===== src/design/bstk_pkg.sv =====
// Shared types and constants of the bounded stack with running extremes.
package bstk_pkg;

    // Capacity of the stack in words
    localparam int STACK_DEPTH = 16;
    localparam int ADDR_W      = (STACK_DEPTH > 1) ? $clog2(STACK_DEPTH) : 1;
    localparam int CNT_W       = $clog2(STACK_DEPTH + 1);

    // Field widths of the command and result ports
    localparam int WORD_W  = 32;
    localparam int INDEX_W = 4;
    localparam int COUNT_W = 5;

    // Command codes; the fourth code is a no-op
    typedef enum logic [1:0] {
        CMD_PUSH = 2'd0,
        CMD_POP  = 2'd1,
        CMD_READ = 2'd2
    } t_cmd;

    // Result status codes
    typedef enum logic [1:0] {
        STAT_OK    = 2'd0,
        STAT_FULL  = 2'd1,
        STAT_EMPTY = 2'd2,
        STAT_RANGE = 2'd3
    } t_status;

    // Sequencer states
    typedef enum logic {
        ST_IDLE = 1'b0,
        ST_EXEC = 1'b1
    } t_state;

endpackage


===== src/design/bstk_ram.sv =====
// Generic single-port-write, single-port-read RAM with registered read data.
module bstk_ram #(
    parameter int WIDTH = 32,
    parameter int DEPTH = 16,
    localparam int AW = (DEPTH > 1) ? $clog2(DEPTH) : 1
) (
    input  logic             i_clk,
    input  logic             i_we,
    input  logic [AW-1:0]    i_waddr,
    input  logic [WIDTH-1:0] i_wdata,
    input  logic             i_re,
    input  logic [AW-1:0]    i_raddr,
    output logic [WIDTH-1:0] o_rdata
);

    logic [WIDTH-1:0] r_mem [DEPTH];
    logic [WIDTH-1:0] r_rdata;

    // Write port
    always_ff @(posedge i_clk) begin
        if (i_we) begin
            r_mem[i_waddr] <= i_wdata;
        end
    end

    // Registered read port
    always_ff @(posedge i_clk) begin
        if (i_re) begin
            r_rdata <= r_mem[i_raddr];
        end
    end

    assign o_rdata = r_rdata;

endmodule


===== src/design/bounded_stack_with_extremes_core.sv =====
// Top level of the bounded LIFO stack that tracks running maximum and minimum.
//
//  channel   | direction | transfer when        | payload
//  ----------+-----------+----------------------+---------------------------------------
//  command   | in        | start && !busy       | i_cmd, i_push_value, i_read_index
//  result    | out       | o_done (one cycle)   | o_status, o_data_out, o_entry_count,
//            |           |                      | o_largest_value, o_smallest_value
//
//  Each command has an accept cycle, which issues the memory read, and an
//  execute cycle, which uses the read data and writes back the new level.
//  The result is strobed on o_done in the cycle after execute; busy is already
//  low then, so a new command can be taken in that same cycle.
//  Reset (synchronous, active low) empties the stack; the memories keep their
//  contents and read data is used only below the fill count. Results cannot be stalled.
module bounded_stack_with_extremes_core (
    input  logic                          i_clk,
    input  logic                          i_rst_n,
    input  logic                          start,
    output logic                          busy,
    input  logic [1:0]                    i_cmd,
    input  logic signed [bstk_pkg::WORD_W-1:0]  i_push_value,
    input  logic [bstk_pkg::INDEX_W-1:0]  i_read_index,
    output logic                          o_done,
    output logic [1:0]                    o_status,
    output logic signed [bstk_pkg::WORD_W-1:0]  o_data_out,
    output logic [bstk_pkg::COUNT_W-1:0]  o_entry_count,
    output logic signed [bstk_pkg::WORD_W-1:0]  o_largest_value,
    output logic signed [bstk_pkg::WORD_W-1:0]  o_smallest_value
);

    import bstk_pkg::*;

    localparam int CMP_W = CNT_W + INDEX_W;

    t_state r_state, n_state;

    // Latched command
    logic [1:0]                r_cmd;
    logic signed [WORD_W-1:0]  r_val;
    logic [INDEX_W-1:0]        r_idx;

    // Fill count and cached extremes of the top level (zero when empty)
    logic [CNT_W-1:0]          r_count, n_count;
    logic signed [WORD_W-1:0]  r_top_max, n_top_max;
    logic signed [WORD_W-1:0]  r_top_min, n_top_min;

    // Result registers
    logic                      r_done;
    logic [1:0]                r_status, n_status;
    logic signed [WORD_W-1:0]  r_data, n_data;
    logic signed [WORD_W-1:0]  r_big, n_big;
    logic signed [WORD_W-1:0]  r_small, n_small;

    // Memory ports
    logic                      accept;
    logic                      ent_we, ext_we;
    logic [ADDR_W-1:0]         ent_raddr, ext_raddr, waddr;
    logic [WORD_W-1:0]         ent_rdata;
    logic [2*WORD_W-1:0]       ext_rdata, ext_wdata;

    // Execute-stage helpers
    logic signed [WORD_W-1:0]  push_hi, push_lo;
    logic                      is_full, is_empty, idx_ok;

    assign accept = start && !busy;

    // Next state
    always_comb begin
        n_state = r_state;
        case (r_state)
            ST_IDLE: begin
                if (start) begin
                    n_state = ST_EXEC;
                end
            end
            ST_EXEC: n_state = ST_IDLE;
            default: n_state = ST_IDLE;
        endcase
    end

    // State outputs
    always_comb begin
        case (r_state)
            ST_IDLE: busy = 1'b0;
            ST_EXEC: busy = 1'b1;
            default: busy = 1'b0;
        endcase
    end

    // Read addresses, issued in the accept cycle: the read index, or for pops and the extremes the current fill count
    always_comb begin
        if (i_cmd == CMD_POP) begin
            ent_raddr = ADDR_W'(r_count - CNT_W'(1));
        end else begin
            ent_raddr = ADDR_W'(i_read_index);
        end
        ext_raddr = ADDR_W'(r_count - CNT_W'(2));
    end

    // Execute-stage conditions and push extremes
    always_comb begin
        is_full  = (r_count == CNT_W'(STACK_DEPTH));
        is_empty = (r_count == '0);
        idx_ok   = ({{CNT_W{1'b0}}, r_idx} < {{INDEX_W{1'b0}}, r_count}) &&
                   ({{CNT_W{1'b0}}, r_idx} < CMP_W'(STACK_DEPTH));
        push_hi  = (!is_empty && (r_top_max > r_val)) ? r_top_max : r_val;
        push_lo  = (!is_empty && (r_top_min < r_val)) ? r_top_min : r_val;
    end

    // Execute datapath: result values and state updates
    always_comb begin
        n_count   = r_count;
        n_top_max = r_top_max;
        n_top_min = r_top_min;
        n_status  = STAT_OK;
        n_data    = '0;
        ent_we    = 1'b0;
        ext_we    = 1'b0;
        waddr     = ADDR_W'(r_count);
        ext_wdata = {push_hi, push_lo};
        case (r_cmd)
            CMD_PUSH: begin
                if (is_full) begin
                    n_status = STAT_FULL;
                end else begin
                    ent_we    = (r_state == ST_EXEC);
                    ext_we    = (r_state == ST_EXEC);
                    n_count   = r_count + CNT_W'(1);
                    n_top_max = push_hi;
                    n_top_min = push_lo;
                end
            end
            CMD_POP: begin
                if (is_empty) begin
                    n_status = STAT_EMPTY;
                end else begin
                    n_data  = ent_rdata;
                    n_count = r_count - CNT_W'(1);
                    if (r_count == CNT_W'(1)) begin
                        n_top_max = '0;
                        n_top_min = '0;
                    end else begin
                        n_top_max = ext_rdata[2*WORD_W-1:WORD_W];
                        n_top_min = ext_rdata[WORD_W-1:0];
                    end
                end
            end
            CMD_READ: begin
                if (idx_ok) begin
                    n_data = ent_rdata;
                end else begin
                    n_status = STAT_RANGE;
                end
            end
            default: begin
                n_status = STAT_OK;
            end
        endcase
        n_big   = n_top_max;
        n_small = n_top_min;
    end

    // Control registers
    always_ff @(posedge i_clk) begin
        if (!i_rst_n) begin
            r_state   <= ST_IDLE;
            r_count   <= '0;
            r_top_max <= '0;
            r_top_min <= '0;
            r_done    <= 1'b0;
        end else begin
            r_state <= n_state;
            r_done  <= (r_state == ST_EXEC);
            if (r_state == ST_EXEC) begin
                r_count   <= n_count;
                r_top_max <= n_top_max;
                r_top_min <= n_top_min;
            end
        end
    end

    // Command latch and result payload
    always_ff @(posedge i_clk) begin
        if (accept) begin
            r_cmd <= i_cmd;
            r_val <= i_push_value;
            r_idx <= i_read_index;
        end
        if (r_state == ST_EXEC) begin
            r_status <= n_status;
            r_data   <= n_data;
            r_big    <= n_big;
            r_small  <= n_small;
        end
    end

    // Word store
    bstk_ram #(
        .WIDTH (WORD_W),
        .DEPTH (STACK_DEPTH)
    ) u_entry_ram (
        .i_clk   (i_clk),
        .i_we    (ent_we),
        .i_waddr (waddr),
        .i_wdata (r_val),
        .i_re    (accept),
        .i_raddr (ent_raddr),
        .o_rdata (ent_rdata)
    );

    // Per-level running maximum and minimum, packed {max, min}
    bstk_ram #(
        .WIDTH (2 * WORD_W),
        .DEPTH (STACK_DEPTH)
    ) u_extreme_ram (
        .i_clk   (i_clk),
        .i_we    (ext_we),
        .i_waddr (waddr),
        .i_wdata (ext_wdata),
        .i_re    (accept),
        .i_raddr (ext_raddr),
        .o_rdata (ext_rdata)
    );

    assign o_done           = r_done;
    assign o_status         = r_status;
    assign o_data_out       = r_data;
    assign o_entry_count    = COUNT_W'(r_count);
    assign o_largest_value  = r_big;
    assign o_smallest_value = r_small;

endmodule


===== config.mk =====
export PLATFORM = sky130hd
export DESIGN_NAME = bounded_stack_with_extremes_core
export DESIGN_NICKNAME = d
export VERILOG_FILES = /design/src/design/bstk_pkg.sv /design/src/design/bstk_ram.sv /design/src/design/bounded_stack_with_extremes_core.sv
export SDC_FILE = /design/constraint.sdc
export NUM_CORES = 2
export LEC_CHECK = 0
export BUFFER_PORTS_ARGS = -buffer_cell sky130_fd_sc_hd__buf_2
export CORE_UTILIZATION = 25
export CTS_BUF_LIST = sky130_fd_sc_hd__clkbuf_4 sky130_fd_sc_hd__clkbuf_8
export DETAILED_ROUTE_END_ITERATION = 10
export GPL_TIMING_DRIVEN = 0
export PLACE_DENSITY_LB_ADDON = 0.12
export SLEW_MARGIN = 40
export SYNTH_ARGS = -nofsm -noshare
export SYNTH_HDL_FRONTEND = slang
export SYNTH_SLANG_ARGS = --single-unit

===== constraint.sdc =====
create_clock -name i_clk -period 8.56 [get_ports i_clk]
set_clock_uncertainty 0.05 [all_clocks]
set_input_delay 0.856 -clock i_clk [delete_from_list [all_inputs] [get_ports i_clk]]
set_output_delay 0.856 -clock i_clk [all_outputs]
set_load 0.005 [all_outputs]

==> metrics.md <==
| Metric | Value |
|---|---|
| Outcome | `finished clean` |
| Final wirelength | `approximately 240,000 um` |
| Post-route cell area | `87,900 um2` |
| Worst EP required | `~9000 ps` |
| Via count | `37.5k` |
| H-tree Lvls | `5` |
| Final Setup Violations | `0` |
| Crit path max-delay family | `buffers and inverters` |
| TritonRoute pass-1 iters | `5` |
| DRT iter0 DRCs | `2,981` |
| Skew-Pair Late Insertion Delay | `slightly above 1000 ps` |
| VDD IR-drop max | `0.151 mV` |
| Syn Inst Count | `3,455` |
| WL met1 | `a little over 100,000 um` |
| Average wire per standard cell | `28.9 um` |
| DR top layer | `met4` |
| Minimum clock period | `5570 ps` |
| Max clock buf depth | `4` |
| Hold_ws | `approximately 120 ps` |
| Cell taking the most area after synthesis | `edfxtp_1` |
| LEAKAGE | `0.0283 uW` |
| Final Cycle Share | `0.650` |
| Warnings, synthesis | `0` |
| Routed Antenna Nets | `0` |
| RSZ-0062 raised after global routing | `false` |
| Root buf cell | `clkbuf_8` |
| Ports | `about 150` |
| Chip Height | `around 540 um` |
| Critical path's slowest cell | `clkbuf_1` |
| Worst Tran Pin Value | `roughly 800 ps` |
| FF-to-FF End | `u_entry_ram.o_rdata[17]$_DFFE_PP_` |
| Num CTS Buffers | `336` |
| PwrDens | `between 200 and 250 nW/um2` |
| Flop and latch count out of synthesis | `1,839` |
| Hold EP | `r_cmd[0]$_DFFE_PP_` |
| Number of global-route vias before repair | `between 30k and 40k` |
| Post-synth EDFFs | `1,768` |
| Distinct cell type count after synthesis | `64` |
| Hold Crit Class | `input pin to flip-flop` |
| WP buf/inv | `7` |
| Area after DPL | `roughly 81,000 um2` |
| Register area share after synthesis | `0.752` |
| Most frequent cells in the layout | `1,768 x edfxtp_1, 448 x mux4_2, 338 x clkbuf_8, 202 x buf_2, 108 x clkbuf_4` |
| Core Rows | `between 150 and 200` |
| Global placer's final weighted congestion | `about 0.81` |
| Slew Viols, Final | `0` |
| Mean post-synth cell area | `21.0 um2` |
| Vias per cell | `4.60` |
| Setup TNS | `0 ps` |
| Hold Violations, Final | `0` |
| Max-slew headroom | `0.454` |
| First-pass GRT wire length | `between 300,000 and 400,000 um` |
| Final net count | `roughly 4.3k` |
| Initial antenna violation count | `12` |
| Synthesized area | `72,500 um2` |
| CP arrival | `about 6200 ps` |
| Routed length on met3 | `about 11,000 um` |
| Hold_sp | `i_cmd[0]` |
| Most used DFF post-synth | `edfxtp_1` |
| Die area | `292,000 um2` |
| Setup slack of the most critical reg-to-reg path | `between 2000 and 3000 ps` |
| Hold depth | `1` |
| Metal2 WL | `112,000 um` |
| R2R Path Start | `o_entry_count[1]$_SDFFE_PN0P_` |
| Die Wd | `roughly 540 um` |
| Placed cells | `7,542` |
| Syn nets | `between 3k and 4k` |
| Most common cell after layout, fill and taps aside | `edfxtp_1` |
| Initial Utilization | `0.252` |
| Crit end category | `flip-flop` |
| Layout cells sized above 1 | `0.338` |
| Crit path max fanout | `10` |
| Fin util | `0.305` |
| Highest Clock Rate | `180 MHz` |
| Area Growth Syn to Fin | `21.3%` |
| Port Buf Inserts | `about 150` |
| CTS tree | `yes` |
| Worst R2R Path Depth | `14` |
| Largest net degree at the start of global routing | `33` |
| # resized after CTS | `0` |
| CP Launch Type | `flip-flop` |
| Gr ovfl total | `0` |
| Area contributors post-synth | `edfxtp_1 73%, mux4_2 14%, dfxtp_1 2.0%` |
| Synth top area share | `0.733` |
| Crit-path cells | `clkbuf_1 > clkbuf_2 > buf_16 > clkbuf_2 > inv_1 > ha_1 > a21boi_0 > xnor2_1 > nor2_1 > a21oi_2 > clkbuf_1 > buf_2 > mux2i_1 > a21oi_1` |
| Dpl hpwl | `around 160,000 um` |
| Max Cap Viol | `0` |
| CORE AREA | `between 200,000 and 300,000 um2` |
| Synth async-reset ratio | `0` |
| Clock tree sinks | `between 1.5k and 2k` |
| Slowest stage delay, CP | `between 600 and 700 ps` |
| Non-filler instance count after layout | `roughly 8.2k` |
| GRT Total Usage | `0.160` |
| DR DRC count | `0` |
| Clk slew on worst S/H paths | `about 60 ps` |
| Critical path class | `flip-flop to flip-flop` |
cell usage after synthesis (19+ instances only):
cell / count
mux2i_1: 34
o21ai_1: 19
and2_1: 80
ha_1: 78
nor2b_1: 35
edfxtp_1: 1768
a211oi_1: 68
nand3_1: 39
buf_2: 38
and3_1: 35
nor2_1: 24
mux4_2: 448
o21ai_0: 61
a31oi_1: 32
or3_1: 32
inv_1: 43
mux2_2: 58
buf_1: 22
a21oi_1: 61
a221o_1: 64
clkbuf_1: 129
nor3_1: 36
dfxtp_1: 71
o32ai_1: 31
nand2_1: 55
registers in the layout (all words and copies together) (netlist names):
register,flops
o_data_out,32
u_extreme_ram.r_mem,1024
o_smallest_value,32
r_val,32
r_cmd,2
r_top_max,32
r_state,1
r_idx,4
u_entry_ram.o_rdata,32
o_status,2
u_extreme_ram.o_rdata,64
u_entry_ram.r_mem,512
o_done,1
o_largest_value,32
o_entry_count,5
r_top_min,32
worst max path at each step:
stage / start / end / slack, ps / cells after the start
6_report: o_entry_count[1]$_SDFFE_PN0P_ / u_entry_ram.o_rdata[17]$_DFFE_PP_ / 2990 / 14
5_1_grt: o_entry_count[1]$_SDFFE_PN0P_ / u_entry_ram.o_rdata[17]$_DFFE_PP_ / 2580 / 14
4_1_cts: o_entry_count[1]$_SDFFE_PN0P_ / u_entry_ram.o_rdata[17]$_DFFE_PP_ / 2650 / 14
3_5_place_dp: o_entry_count[1]$_SDFFE_PN0P_ / u_entry_ram.o_rdata[17]$_DFFE_PP_ / 2710 / 14
3_3_place_gp: r_state$_SDFF_PP0_ / u_entry_ram.r_mem[8][9]$_DFFE_PP_ / -10320 / 4
2_1_floorplan: r_state$_SDFF_PP0_ / u_entry_ram.r_mem[8][0]$_DFFE_PP_ / 610 / 4
where the power goes:
| group | switching [uW] | leakage (uW) | internal (uW) | total (uW) |
|---|---|---|---|---|
| combinational | 971 | 0.00819 | 534 | 1510 |
| clock | 3840 | 0.00347 | 4520 | 8360 |
| sequential | 81.4 | 0.0166 | 10100 | 10200 |
layer usage:
layer,vias up,GRT usage
li1,16002,-
met1,20109,0.215
met2,1069,0.262
met3,366,0.0258
met4,0,0.0587
met5,-,0
metrics by stage:
step / setup WS, ps / total power [uW]
after floorplan: 614 / 11100
after global placement: -10320 / 11800
after detailed placement: 2710 / 11900
after CTS: 2650 / 20400
after global routing: 2580 / 20800
final: 2990 / 20000
timing repair:
action / in CTS / in global routing
endpoints found under the hold margin: 32 / 0
buffers inserted: 0 / 0
hold buffers: 32 / 0
kinds of logic after synthesis:
| group | after synthesis | share of synthesized area |
|---|---|---|
| buf+inv | 247 | 0.0145 |
| flops | 1839 | 0.752 |
| compound gates | 369 | 0.0368 |
| xor+xnor | 7 | 0.000846 |
| simple gates | 369 | 0.0283 |
| fa+ha+maj | 78 | 0.0135 |
| mux | 546 | 0.154 |
cell type report:
type                            count  area, um2
Fill cell                       27951     200000
Sequential cell                  1839      54500
Multi-Input combinational cell   1369      17000
Clock buffer                      446       5460
Tap cell                         3781       4730
Timing Repair Buffer              338       3920
Clock inverter                    147       1110
Buffer                            204        982
Inverter                           43        161
Antenna cell                        2       5.00
(Power assumes the default switching activity.)
